[config.mk]
export PLATFORM = sky130hd
export DESIGN_NAME = i2c_slave_command_register_map_core
export DESIGN_NICKNAME = d
export VERILOG_FILES = /design/src/hdl/i2cs_pkg.sv /design/src/hdl/i2cs_ctrl.sv /design/src/hdl/i2cs_datapath.sv /design/src/hdl/i2c_slave_command_register_map_core.sv
export SDC_FILE = /design/constraint.sdc
export NUM_CORES = 1
export LEC_CHECK = 0
export BUFFER_PORTS_ARGS = -buffer_cell sky130_fd_sc_hd__buf_4
export CELL_PAD_IN_SITES_DETAIL_PLACEMENT = 1
export CELL_PAD_IN_SITES_GLOBAL_PLACEMENT = 2
export CORE_AREA = 3 3 264 266
export CTS_CLUSTER_DIAMETER = 40
export CTS_CLUSTER_SIZE = 10
export DETAILED_ROUTE_END_ITERATION = 12
export DIE_AREA = 0 0 267 269
export HOLD_SLACK_MARGIN = 0.02
export PLACE_DENSITY = 0.8
export SYNTH_ARGS = -nofsm -noshare
export SYNTH_HDL_FRONTEND = slang
export SYNTH_SLANG_ARGS = --single-unit
[constraint.sdc]
create_clock -name i_clk -period 7.2 [get_ports i_clk]
set_input_delay 1.44 -clock i_clk [delete_from_list [all_inputs] [get_ports i_clk]]
set_output_delay 1.44 -clock i_clk [all_outputs]
set_load 0.01 [all_outputs]
[src/hdl/i2cs_pkg.sv]
// Shared types, codes and helper functions of the I2C slave command front end.
package i2cs_pkg;

    localparam int DEF_BUF_BYTES   = 6;
    localparam int DEF_NUM_BUFFERS = 6;

    localparam logic [2:0] NO_BUFFER = 3'd6;
    localparam int         SHORT_LEN = 4;

    // order byte classes
    localparam logic [7:0] CLASS_MASK  = 8'hC0;
    localparam logic [7:0] CLASS_WRITE = 8'h40;
    localparam logic [7:0] CLASS_READ  = 8'h80;

    // order codes
    localparam logic [7:0] ORD_POWER   = 8'h41;
    localparam logic [7:0] ORD_SENSOR  = 8'h46;
    localparam logic [7:0] ORD_BUTTON  = 8'h82;
    localparam logic [7:0] ORD_ACC     = 8'h83;
    localparam logic [7:0] ORD_GYRO    = 8'h84;
    localparam logic [7:0] ORD_MAGN    = 8'h85;
    localparam logic [7:0] ORD_PWR     = 8'h8A;
    localparam logic [7:0] ORD_VOUT    = 8'h8B;
    localparam logic [7:0] ORD_BATT    = 8'h8C;

    localparam logic CMD_POWER  = 1'b0;
    localparam logic CMD_SENSOR = 1'b1;

    typedef enum logic [2:0] {
        OP_ADDR_WR    = 3'd0,
        OP_BYTE_RX    = 3'd1,
        OP_ADDR_RD    = 3'd2,
        OP_BYTE_ACK   = 3'd3,
        OP_OTHER      = 3'd4,
        OP_LOAD       = 3'd5,
        OP_SET_BUTTON = 3'd6,
        OP_SET_BANK   = 3'd7
    } t_opcode;

    typedef struct packed {
        logic [2:0] opcode;
        logic [7:0] byte_in;
        logic [2:0] buffer_id;
        logic       bank;
        logic [2:0] offset;
    } t_in_item;

    typedef struct packed {
        logic       tx_valid;
        logic [7:0] tx_byte;
        logic       cmd_valid;
        logic       cmd_kind;
        logic [7:0] cmd_data;
    } t_out_item;

    typedef enum logic [1:0] {
        S_IDLE  = 2'd0,
        S_FETCH = 2'd1,
        S_HOLD  = 2'd2
    } t_state;

    // controller -> datapath
    typedef struct packed {
        logic exec;   // apply the accepted word
        logic fetch;  // move buffer read data into the output register
    } t_dp_cmd;

    // datapath -> controller
    typedef struct packed {
        logic needs_read;  // current input word takes a byte from the store
    } t_dp_status;

    // sensor buffer selected by a read class order, NO_BUFFER if none
    function automatic logic [2:0] order_to_buffer(input logic [7:0] order);
        logic [2:0] sel;
        sel = NO_BUFFER;
        case (order)
            ORD_ACC:  sel = 3'd0;
            ORD_GYRO: sel = 3'd1;
            ORD_MAGN: sel = 3'd2;
            ORD_PWR:  sel = 3'd3;
            ORD_VOUT: sel = 3'd4;
            ORD_BATT: sel = 3'd5;
            default:  sel = NO_BUFFER;
        endcase
        return sel;
    endfunction

    function automatic int buf_len(input logic [2:0] id, input int buf_bytes);
        int n;
        n = (id < 3'd3) ? buf_bytes : SHORT_LEN;
        return (n < buf_bytes) ? n : buf_bytes;
    endfunction

endpackage

[src/hdl/i2cs_ctrl.sv]
// Sequencing of one bus event word: accept, optional store read, result hold.
module i2cs_ctrl (
    input  logic                  i_clk,
    input  logic                  i_rst_n,
    input  logic                  i_in_valid,
    output logic                  o_in_stall,
    output logic                  o_out_valid,
    input  logic                  i_out_stall,
    input  i2cs_pkg::t_dp_status  i_status,
    output i2cs_pkg::t_dp_cmd     o_cmd
);
    import i2cs_pkg::*;

    t_state r_state;
    t_state n_state;
    logic   w_accept;

    always_ff @(posedge i_clk) begin
        if (!i_rst_n) begin
            r_state <= S_IDLE;
        end else begin
            r_state <= n_state;
        end
    end

    always_comb begin
        n_state     = r_state;
        o_out_valid = 1'b0;
        o_in_stall  = 1'b1;
        unique case (r_state)
            S_IDLE: begin
                o_in_stall = 1'b0;
            end
            S_FETCH: begin
                n_state = S_HOLD;
            end
            S_HOLD: begin
                o_out_valid = 1'b1;
                // a new word may enter in the cycle the result leaves
                o_in_stall  = i_out_stall;
                if (!i_out_stall) begin
                    n_state = S_IDLE;
                end
            end
            default: begin
                n_state = S_IDLE;
            end
        endcase
        w_accept = i_in_valid && !o_in_stall;
        if (w_accept) begin
            n_state = i_status.needs_read ? S_FETCH : S_HOLD;
        end
        o_cmd.exec  = w_accept;
        o_cmd.fetch = (r_state == S_FETCH);
    end

`ifndef SYNTHESIS
    a_fetch_then_hold: assert property (@(posedge i_clk) disable iff (!i_rst_n)
        r_state == S_FETCH |=> r_state == S_HOLD)
        else $error("fetch not followed by hold");

    a_no_accept_in_fetch: assert property (@(posedge i_clk) disable iff (!i_rst_n)
        r_state == S_FETCH |-> o_in_stall)
        else $error("word accepted during store read");

    a_direct_result: assert property (@(posedge i_clk) disable iff (!i_rst_n)
        w_accept && !i_status.needs_read |=> o_out_valid)
        else $error("result missing after register-only word");

    a_read_delays: assert property (@(posedge i_clk) disable iff (!i_rst_n)
        w_accept && i_status.needs_read |=> !o_out_valid)
        else $error("result shown before store read data");
`endif

endmodule

[src/hdl/i2cs_datapath.sv]
// Order register, banked sensor store, read pointer and result register.
module i2cs_datapath #(
    parameter int BUF_BYTES   = i2cs_pkg::DEF_BUF_BYTES,
    parameter int NUM_BUFFERS = i2cs_pkg::DEF_NUM_BUFFERS
) (
    input  logic                  i_clk,
    input  logic                  i_rst_n,
    input  i2cs_pkg::t_in_item    i_item,
    input  i2cs_pkg::t_dp_cmd     i_cmd,
    output i2cs_pkg::t_dp_status  o_status,
    output i2cs_pkg::t_out_item   o_item
);
    import i2cs_pkg::*;

    localparam int DEPTH = NUM_BUFFERS * 2 * BUF_BYTES;
    localparam int AW    = $clog2(DEPTH);
    localparam int PW    = $clog2(BUF_BYTES + 1);
    localparam int IW    = (NUM_BUFFERS > 1) ? $clog2(NUM_BUFFERS) : 1;

    logic [7:0]             r_mem [DEPTH];
    logic [DEPTH-1:0]       r_ent_vld;
    logic [7:0]             r_rd_data;
    logic                   r_rd_ok;

    logic [7:0]             r_order,   n_order;
    logic [NUM_BUFFERS-1:0] r_bank_ch, n_bank_ch;
    logic [7:0]             r_button,  n_button;
    logic [2:0]             r_act,     n_act;
    logic                   r_act_bank, n_act_bank;
    logic [PW-1:0]          r_ptr,     n_ptr;
    t_out_item              r_out,     n_out;

    t_opcode    w_op;
    logic [2:0] w_sel;
    logic       w_sel_ok;
    logic       w_sel_bank;
    logic       w_act_ok;
    logic       w_rd_en;
    logic [AW-1:0] w_rd_addr;
    logic       w_wr_en;
    logic [AW-1:0] w_wr_addr;

    always_comb begin
        w_op       = t_opcode'(i_item.opcode);
        n_order    = r_order;
        n_bank_ch  = r_bank_ch;
        n_button   = r_button;
        n_act      = r_act;
        n_act_bank = r_act_bank;
        n_ptr      = r_ptr;
        n_out      = '0;
        w_rd_en    = 1'b0;
        w_rd_addr  = '0;
        w_wr_en    = 1'b0;
        w_wr_addr  = AW'(((int'(i_item.buffer_id) * 2 + int'(i_item.bank)) * BUF_BYTES)
                         + int'(i_item.offset));

        w_sel = ((r_order & CLASS_MASK) == CLASS_READ) ? order_to_buffer(r_order)
                                                       : NO_BUFFER;
        w_sel_ok   = (w_sel != NO_BUFFER) && (int'(w_sel) < NUM_BUFFERS);
        w_sel_bank = r_bank_ch[w_sel[IW-1:0]];
        w_act_ok   = (r_act != NO_BUFFER) && (int'(r_act) < NUM_BUFFERS)
                     && (int'(r_ptr) < buf_len(r_act, BUF_BYTES));

        unique case (w_op)
            OP_BYTE_RX: begin
                if ((r_order & CLASS_MASK) == CLASS_WRITE) begin
                    if (r_order == ORD_POWER) begin
                        n_out.cmd_valid = 1'b1;
                        n_out.cmd_kind  = CMD_POWER;
                        n_out.cmd_data  = i_item.byte_in;
                    end else if (r_order == ORD_SENSOR) begin
                        n_out.cmd_valid = 1'b1;
                        n_out.cmd_kind  = CMD_SENSOR;
                        n_out.cmd_data  = i_item.byte_in;
                    end
                    n_order = '0;
                end else begin
                    n_order = i_item.byte_in;
                end
            end
            OP_ADDR_RD: begin
                n_out.tx_valid = 1'b1;
                n_act          = NO_BUFFER;
                n_ptr          = '0;
                if (r_order == ORD_BUTTON) begin
                    n_out.tx_byte = r_button;
                end
                if (w_sel_ok) begin
                    n_act      = w_sel;
                    n_act_bank = w_sel_bank;
                    n_ptr      = PW'(1);
                    w_rd_en    = 1'b1;
                    w_rd_addr  = AW'((int'(w_sel) * 2 + int'(w_sel_bank)) * BUF_BYTES);
                end
            end
            OP_BYTE_ACK: begin
                n_out.tx_valid = 1'b1;
                if (w_act_ok) begin
                    n_ptr     = r_ptr + 1'b1;
                    w_rd_en   = 1'b1;
                    w_rd_addr = AW'(((int'(r_act) * 2 + int'(r_act_bank)) * BUF_BYTES)
                                    + int'(r_ptr));
                end
            end
            OP_LOAD: begin
                w_wr_en = (int'(i_item.buffer_id) < NUM_BUFFERS)
                          && (int'(i_item.offset) < BUF_BYTES);
            end
            OP_SET_BUTTON: begin
                n_button = i_item.byte_in;
            end
            OP_SET_BANK: begin
                if (int'(i_item.buffer_id) < NUM_BUFFERS) begin
                    n_bank_ch[i_item.buffer_id[IW-1:0]] = i_item.bank;
                end
            end
            default: begin
            end
        endcase

        o_status.needs_read = w_rd_en;
    end

    // sensor store: one write or one read per word, read data registered
    always_ff @(posedge i_clk) begin
        if (i_cmd.exec && w_wr_en) begin
            r_mem[w_wr_addr] <= i_item.byte_in;
        end
        if (i_cmd.exec && w_rd_en) begin
            r_rd_data <= r_mem[w_rd_addr];
        end
    end

    // entries never loaded since reset read as zero
    always_ff @(posedge i_clk) begin
        if (!i_rst_n) begin
            r_ent_vld <= '0;
            r_rd_ok   <= 1'b0;
        end else if (i_cmd.exec) begin
            if (w_wr_en) begin
                r_ent_vld[w_wr_addr] <= 1'b1;
            end
            if (w_rd_en) begin
                r_rd_ok <= r_ent_vld[w_rd_addr];
            end
        end
    end

    always_ff @(posedge i_clk) begin
        if (!i_rst_n) begin
            r_order    <= '0;
            r_bank_ch  <= '0;
            r_button   <= '0;
            r_act      <= NO_BUFFER;
            r_act_bank <= 1'b0;
            r_ptr      <= '0;
        end else if (i_cmd.exec) begin
            r_order    <= n_order;
            r_bank_ch  <= n_bank_ch;
            r_button   <= n_button;
            r_act      <= n_act;
            r_act_bank <= n_act_bank;
            r_ptr      <= n_ptr;
        end
    end

    always_ff @(posedge i_clk) begin
        if (i_cmd.exec) begin
            r_out <= n_out;
        end else if (i_cmd.fetch) begin
            r_out.tx_byte <= r_rd_ok ? r_rd_data : 8'h00;
        end
    end

    assign o_item = r_out;

endmodule

[src/hdl/i2c_slave_command_register_map_core.sv]
// Top level of the I2C slave command front end: controller plus datapath.
//
// One bus event word in, exactly one result word out. A word that sends a
// sensor buffer byte (read address match on a sensor order, or an acked byte
// still inside the active buffer) reads the banked sensor store, whose read
// data is registered, so its result passes through the FETCH state into HOLD;
// every other word shows its result in the cycle after acceptance. The next
// word is accepted in the cycle the previous result is taken, so with no stall
// the block runs one word every cycle, but none is taken during FETCH.
// Store entries that were never loaded read as zero; no clearing pass is needed.
module i2c_slave_command_register_map_core #(
    parameter int BUF_BYTES   = i2cs_pkg::DEF_BUF_BYTES,
    parameter int NUM_BUFFERS = i2cs_pkg::DEF_NUM_BUFFERS
) (
    input  logic                 i_clk,
    input  logic                 i_rst_n,
    input  logic                 i_in_valid,
    output logic                 o_in_stall,
    input  i2cs_pkg::t_in_item   i_in_item,
    output logic                 o_out_valid,
    input  logic                 i_out_stall,
    output i2cs_pkg::t_out_item  o_out_item
);
    import i2cs_pkg::*;

    t_dp_cmd    w_cmd;
    t_dp_status w_status;

    i2cs_ctrl u_ctrl (
        .i_clk       (i_clk),
        .i_rst_n     (i_rst_n),
        .i_in_valid  (i_in_valid),
        .o_in_stall  (o_in_stall),
        .o_out_valid (o_out_valid),
        .i_out_stall (i_out_stall),
        .i_status    (w_status),
        .o_cmd       (w_cmd)
    );

    i2cs_datapath #(
        .BUF_BYTES   (BUF_BYTES),
        .NUM_BUFFERS (NUM_BUFFERS)
    ) u_datapath (
        .i_clk    (i_clk),
        .i_rst_n  (i_rst_n),
        .i_item   (i_in_item),
        .i_cmd    (w_cmd),
        .o_status (w_status),
        .o_item   (o_out_item)
    );

endmodule

==> impl_summary.log <==
INFO  metric report.final.slew_viol_count = 0
INFO  metric power.density = 301 mW/mm²
INFO  metric io_buffer_count = 42
INFO  metric crit_path_max_incr_delay = 0.96 ns
INFO  metric cts_buffer_depth = 3
INFO  metric cp_top_family = simple AND/OR/NAND/NOR gates
INFO  metric gr-usage-all-layers = 0.244
INFO  metric ant_nets = 0
INFO  metric cts_setup_buffers = 0
INFO  metric p_leak = 0.0117 µW
INFO  metric routed_wirelength = 86.6 mm
INFO  metric number_of_drc_markers_after_the_initial_detailed_route_iteration = 1,746
INFO  metric slowest_cp_cell = sky130_fd_sc_hd__nor4b_1
INFO  metric critical_path_class = reg2reg
INFO  metric period_share = 0.877
INFO  metric synthFlopType = sky130_fd_sc_hd__edfxtp_1
INFO  metric num_antenna_cells = 0
INFO  metric critical_path_arrival = 6.87 ns
INFO  metric postLayoutCellArea = 0.0342 mm²
INFO  metric fmax = 158 MHz
INFO  metric placement.setup.worst_slack = 1.11 ns
INFO  metric first_global_vias = 19,700
INFO  metric rsz_0062_raised_after_global_routing = no
INFO  metric synth_sequential_area_ratio = 0.697
INFO  metric synth_fp_nets = 2,149
INFO  metric full_die_area = 0.0718 mm²
INFO  metric maxCapViolCount = 0
INFO  metric grt-ovfl-total = 0
INFO  metric dieHeight = 269 µm
INFO  metric synth_warnings = 0
INFO  metric max-slew-margin-rel = 0.226
INFO  metric placed_cells_incl_taps = 2,933
INFO  metric setup_violations = 0
INFO  metric cts_buf_count = 111
INFO  metric synth_async_sr_flop_share = 0
INFO  metric hold_buffers = 0
INFO  metric mappedNetlistArea = 0.0290 mm²
INFO  metric edff_count_synth = 603
INFO  metric core = 0.0673 mm²
INFO  metric num-nets-final = 2,227
INFO  metric drt-pass1-iter-count = 7
INFO  metric end_kind = register
INFO  metric post-route-min-period = 6.31 ns
INFO  metric required = 7.76 ns
INFO  metric worst_hold_class = reg2reg
INFO  metric dieWidth = 267 µm
INFO  metric gpl.final_weighted_congestion = 0.861
INFO  metric cts.clk_slew.worst_paths = 0.05 ns
INFO  metric final_cells = 3,144
INFO  metric remaining_drc_errors = 0
INFO  metric hpwlAfterDp = 51.5 mm
INFO  metric final_layout_size_suffix_gt1_frac = 0.162
INFO  metric fin_skew = 0.0316 ns
INFO  metric tritoncts_clock_tree = built
INFO  metric post_synth.cell_area_avg = 13.8 µm²
INFO  metric cts.repair.resized = 0
INFO  metric vdd_drop_max = 170 µV
INFO  metric timing.critical_path.cells = or4b_4 > nor4_1 > nor2_1 > ha_1 > nor4b_1 > o211ai_1 > o22ai_2 > or2_4 > buf_4 > nand3_1 > and3_1 > a2111oi_0 > a311oi_1 > o221a_1
INFO  metric synth_cells = 2,095
INFO  metric yosysUniqueCellTypes = 74
INFO  metric top_level_ports = 43
INFO  metric worst_skew_pair.late_latency = 0.67 ns
INFO  metric critical_path_peak_fanout = 45
INFO  metric run_status = finished clean
INFO  metric critPathBufInv = 1
INFO  metric worst_tran_pin_value = 1.14 ns
INFO  metric cts.sinks = 707
INFO  metric setup_tns = 0 ns
INFO  metric wl_cell = 27.5 µm
INFO  metric grt_antenna_before_repair = 2
INFO  metric routed-via-count = 18,500
INFO  metric postPlaceCellArea = 0.0302 mm²
INFO  metric cts_root_buffer = sky130_fd_sc_hd__clkbuf_16
INFO  metric initial_utilization = 0.431
INFO  metric cts-htree-levels = 3
INFO  metric postSynthRegisterBits = 707
INFO  metric areaGrowthSynthToFinish = 18.0%
INFO  metric grt_first_pass_wirelength = 129 mm
INFO  metric layout_setup_ws = 0.888 ns
INFO  metric core.rowCount = 95
INFO  metric final-hold-violation-count = 0
INFO  metric via_per_inst = 5.89
INFO  metric maximum_number_of_pins_on_one_net_before_global_route_repair = 78
INFO  metric sort_of_element_at_the_start_of_the_critical_path = register
[final timing paths]
kind                                               start  depth (start not counted)                  endpoint  slack [ns]
worst max-delay path               u_datapath.r_order[4]                         14        u_datapath.r_rd_ok        0.89
worst min-delay path            u_datapath.r_ent_vld[15]                          1  u_datapath.r_ent_vld[15]        0.46
worst max register to register     u_datapath.r_order[4]                         14        u_datapath.r_rd_ok        0.89
worst min register to register  u_datapath.r_ent_vld[15]                          1  u_datapath.r_ent_vld[15]        0.46
[layer usage]
layer | GRT usage | share of wire | up-vias | wire length [µm]
li1 | - | - | 8024 | -
met4 | 0.0886 | 0.030 | 0 | 2590
met5 | 0 | 0 | - | 0
met2 | 0.420 | 0.50 | 643 | 43300
met1 | 0.314 | 0.41 | 9699 | 35800
met3 | 0.0396 | 0.057 | 149 | 4940
[Yosys cell counts, types with 3 or more instances]
master,count,area (µm²)
sky130_fd_sc_hd__inv_1,31,116
sky130_fd_sc_hd__mux4_2,70,1580
sky130_fd_sc_hd__dfxtp_1,104,2080
sky130_fd_sc_hd__nor2_1,104,390
sky130_fd_sc_hd__xnor2_1,4,35.0
sky130_fd_sc_hd__o21ai_0,44,220
sky130_fd_sc_hd__nor3_1,12,60.1
sky130_fd_sc_hd__buf_2,31,155
sky130_fd_sc_hd__clkbuf_1,62,233
sky130_fd_sc_hd__nand2_1,389,1460
sky130_fd_sc_hd__nand3_1,164,821
sky130_fd_sc_hd__mux2_2,4,45.0
sky130_fd_sc_hd__xor2_1,4,35.0
sky130_fd_sc_hd__edfxtp_1,603,18100
sky130_fd_sc_hd__a31oi_1,24,150
sky130_fd_sc_hd__a21oi_1,37,185
sky130_fd_sc_hd__o211ai_1,4,30.0
sky130_fd_sc_hd__a22o_1,10,87.6
sky130_fd_sc_hd__buf_1,15,56.3
sky130_fd_sc_hd__a21o_1,6,45.0
sky130_fd_sc_hd__ha_1,27,338
sky130_fd_sc_hd__mux2i_1,44,440
sky130_fd_sc_hd__nand3b_1,4,30.0
sky130_fd_sc_hd__buf_4,8,60.1
sky130_fd_sc_hd__a211oi_1,5,37.5
sky130_fd_sc_hd__a21boi_0,9,67.6
sky130_fd_sc_hd__nand4_1,14,87.6
sky130_fd_sc_hd__nor2b_1,25,156
sky130_fd_sc_hd__a22oi_1,3,22.5
sky130_fd_sc_hd__a311oi_1,19,166
sky130_fd_sc_hd__and2_1,14,87.6
sky130_fd_sc_hd__nand2b_1,5,31.3
sky130_fd_sc_hd__o22ai_1,4,25.0
sky130_fd_sc_hd__or3_1,3,18.8
sky130_fd_sc_hd__nor3b_1,3,22.5
sky130_fd_sc_hd__nor4_1,4,25.0
sky130_fd_sc_hd__or4_1,3,22.5
sky130_fd_sc_hd__and3_1,54,338
sky130_fd_sc_hd__or2_2,3,18.8
sky130_fd_sc_hd__fa_1,5,100
sky130_fd_sc_hd__nor4b_1,3,26.3
sky130_fd_sc_hd__o21a_1,74,556
[registers in the layout (all words and copies together) (netlist names)]
register	count
u_datapath.o_item	19
u_ctrl.r_state	2
u_datapath.r_ent_vld	72
u_datapath.r_button	8
u_datapath.r_order	8
u_datapath.r_act_bank	1
u_datapath.r_act	3
u_datapath.r_bank_ch	6
u_datapath.r_rd_data	8
u_datapath.r_ptr	3
u_datapath.r_mem	576
u_datapath.r_rd_ok	1
[layout make-up]
class | instances | area, µm²
clock buffers | 141 | 3020
clock inverters | 70 | 937
fillers | 6550 | 33100
inverters | 31 | 116
multi-input cells | 1238 | 8150
flip-flops and latches | 707 | 20200
well taps | 873 | 1090
repair buffers | 84 | 681
[power breakdown]
| part | internal [µW] | switching (µW) |
|---|---|---|
| Clock | 3630 | 1990 |
| Sequential | 4450 | 5.44 |
| Combinational | 43.5 | 159 |
[logic make-up (layout without fill, tap and decap cells)]
logic type      Yosys count  in the layout  share of synthesized area
buf+inv                 150            326                     0.0229
xor+xnor                  8              8                    0.00242
compound gates          266            266                     0.0642
fa+ha+maj                32             32                     0.0151
simple gates            814            814                      0.127
mux                     118            118                     0.0712
flops                   707            707                      0.697
[cells in the final DEF, fill, tap and decap left out, drive strengths merged, types with 27 or more instances in the layout]
master	netlist	final
a21oi	37	37
and3	54	54
buf	57	84
clkbuf	62	141
clkinv	0	29
dfxtp	104	104
edfxtp	603	603
ha	27	27
inv	31	44
mux2i	44	44
mux4	70	70
nand2	389	389
nand3	164	164
nor2	104	104
o21a	74	74
o21ai	45	45
[worst register-to-register path, delay by kind of cell, from the launching register on]
family                     cells  cell delay, ns
and+or+nand+nor                7            3.32
DFF                            1            0.35
AOI/OAI and AO/OA              5            1.77
buffers and inverters          1            0.44
adders and majority gates      1            0.33
[stage by stage]
step	power, µW	util	hold slack (ns)
2_1_floorplan	4620	-	0.433
3_3_place_gp	4730	0.449	0.442
3_5_place_dp	4740	0.449	0.450
4_1_cts	10300	0.508	0.462
5_1_grt	10600	0.508	0.482
6_report	10300	0.508	0.459
No activity file was read; power rests on OpenSTA's default activity.
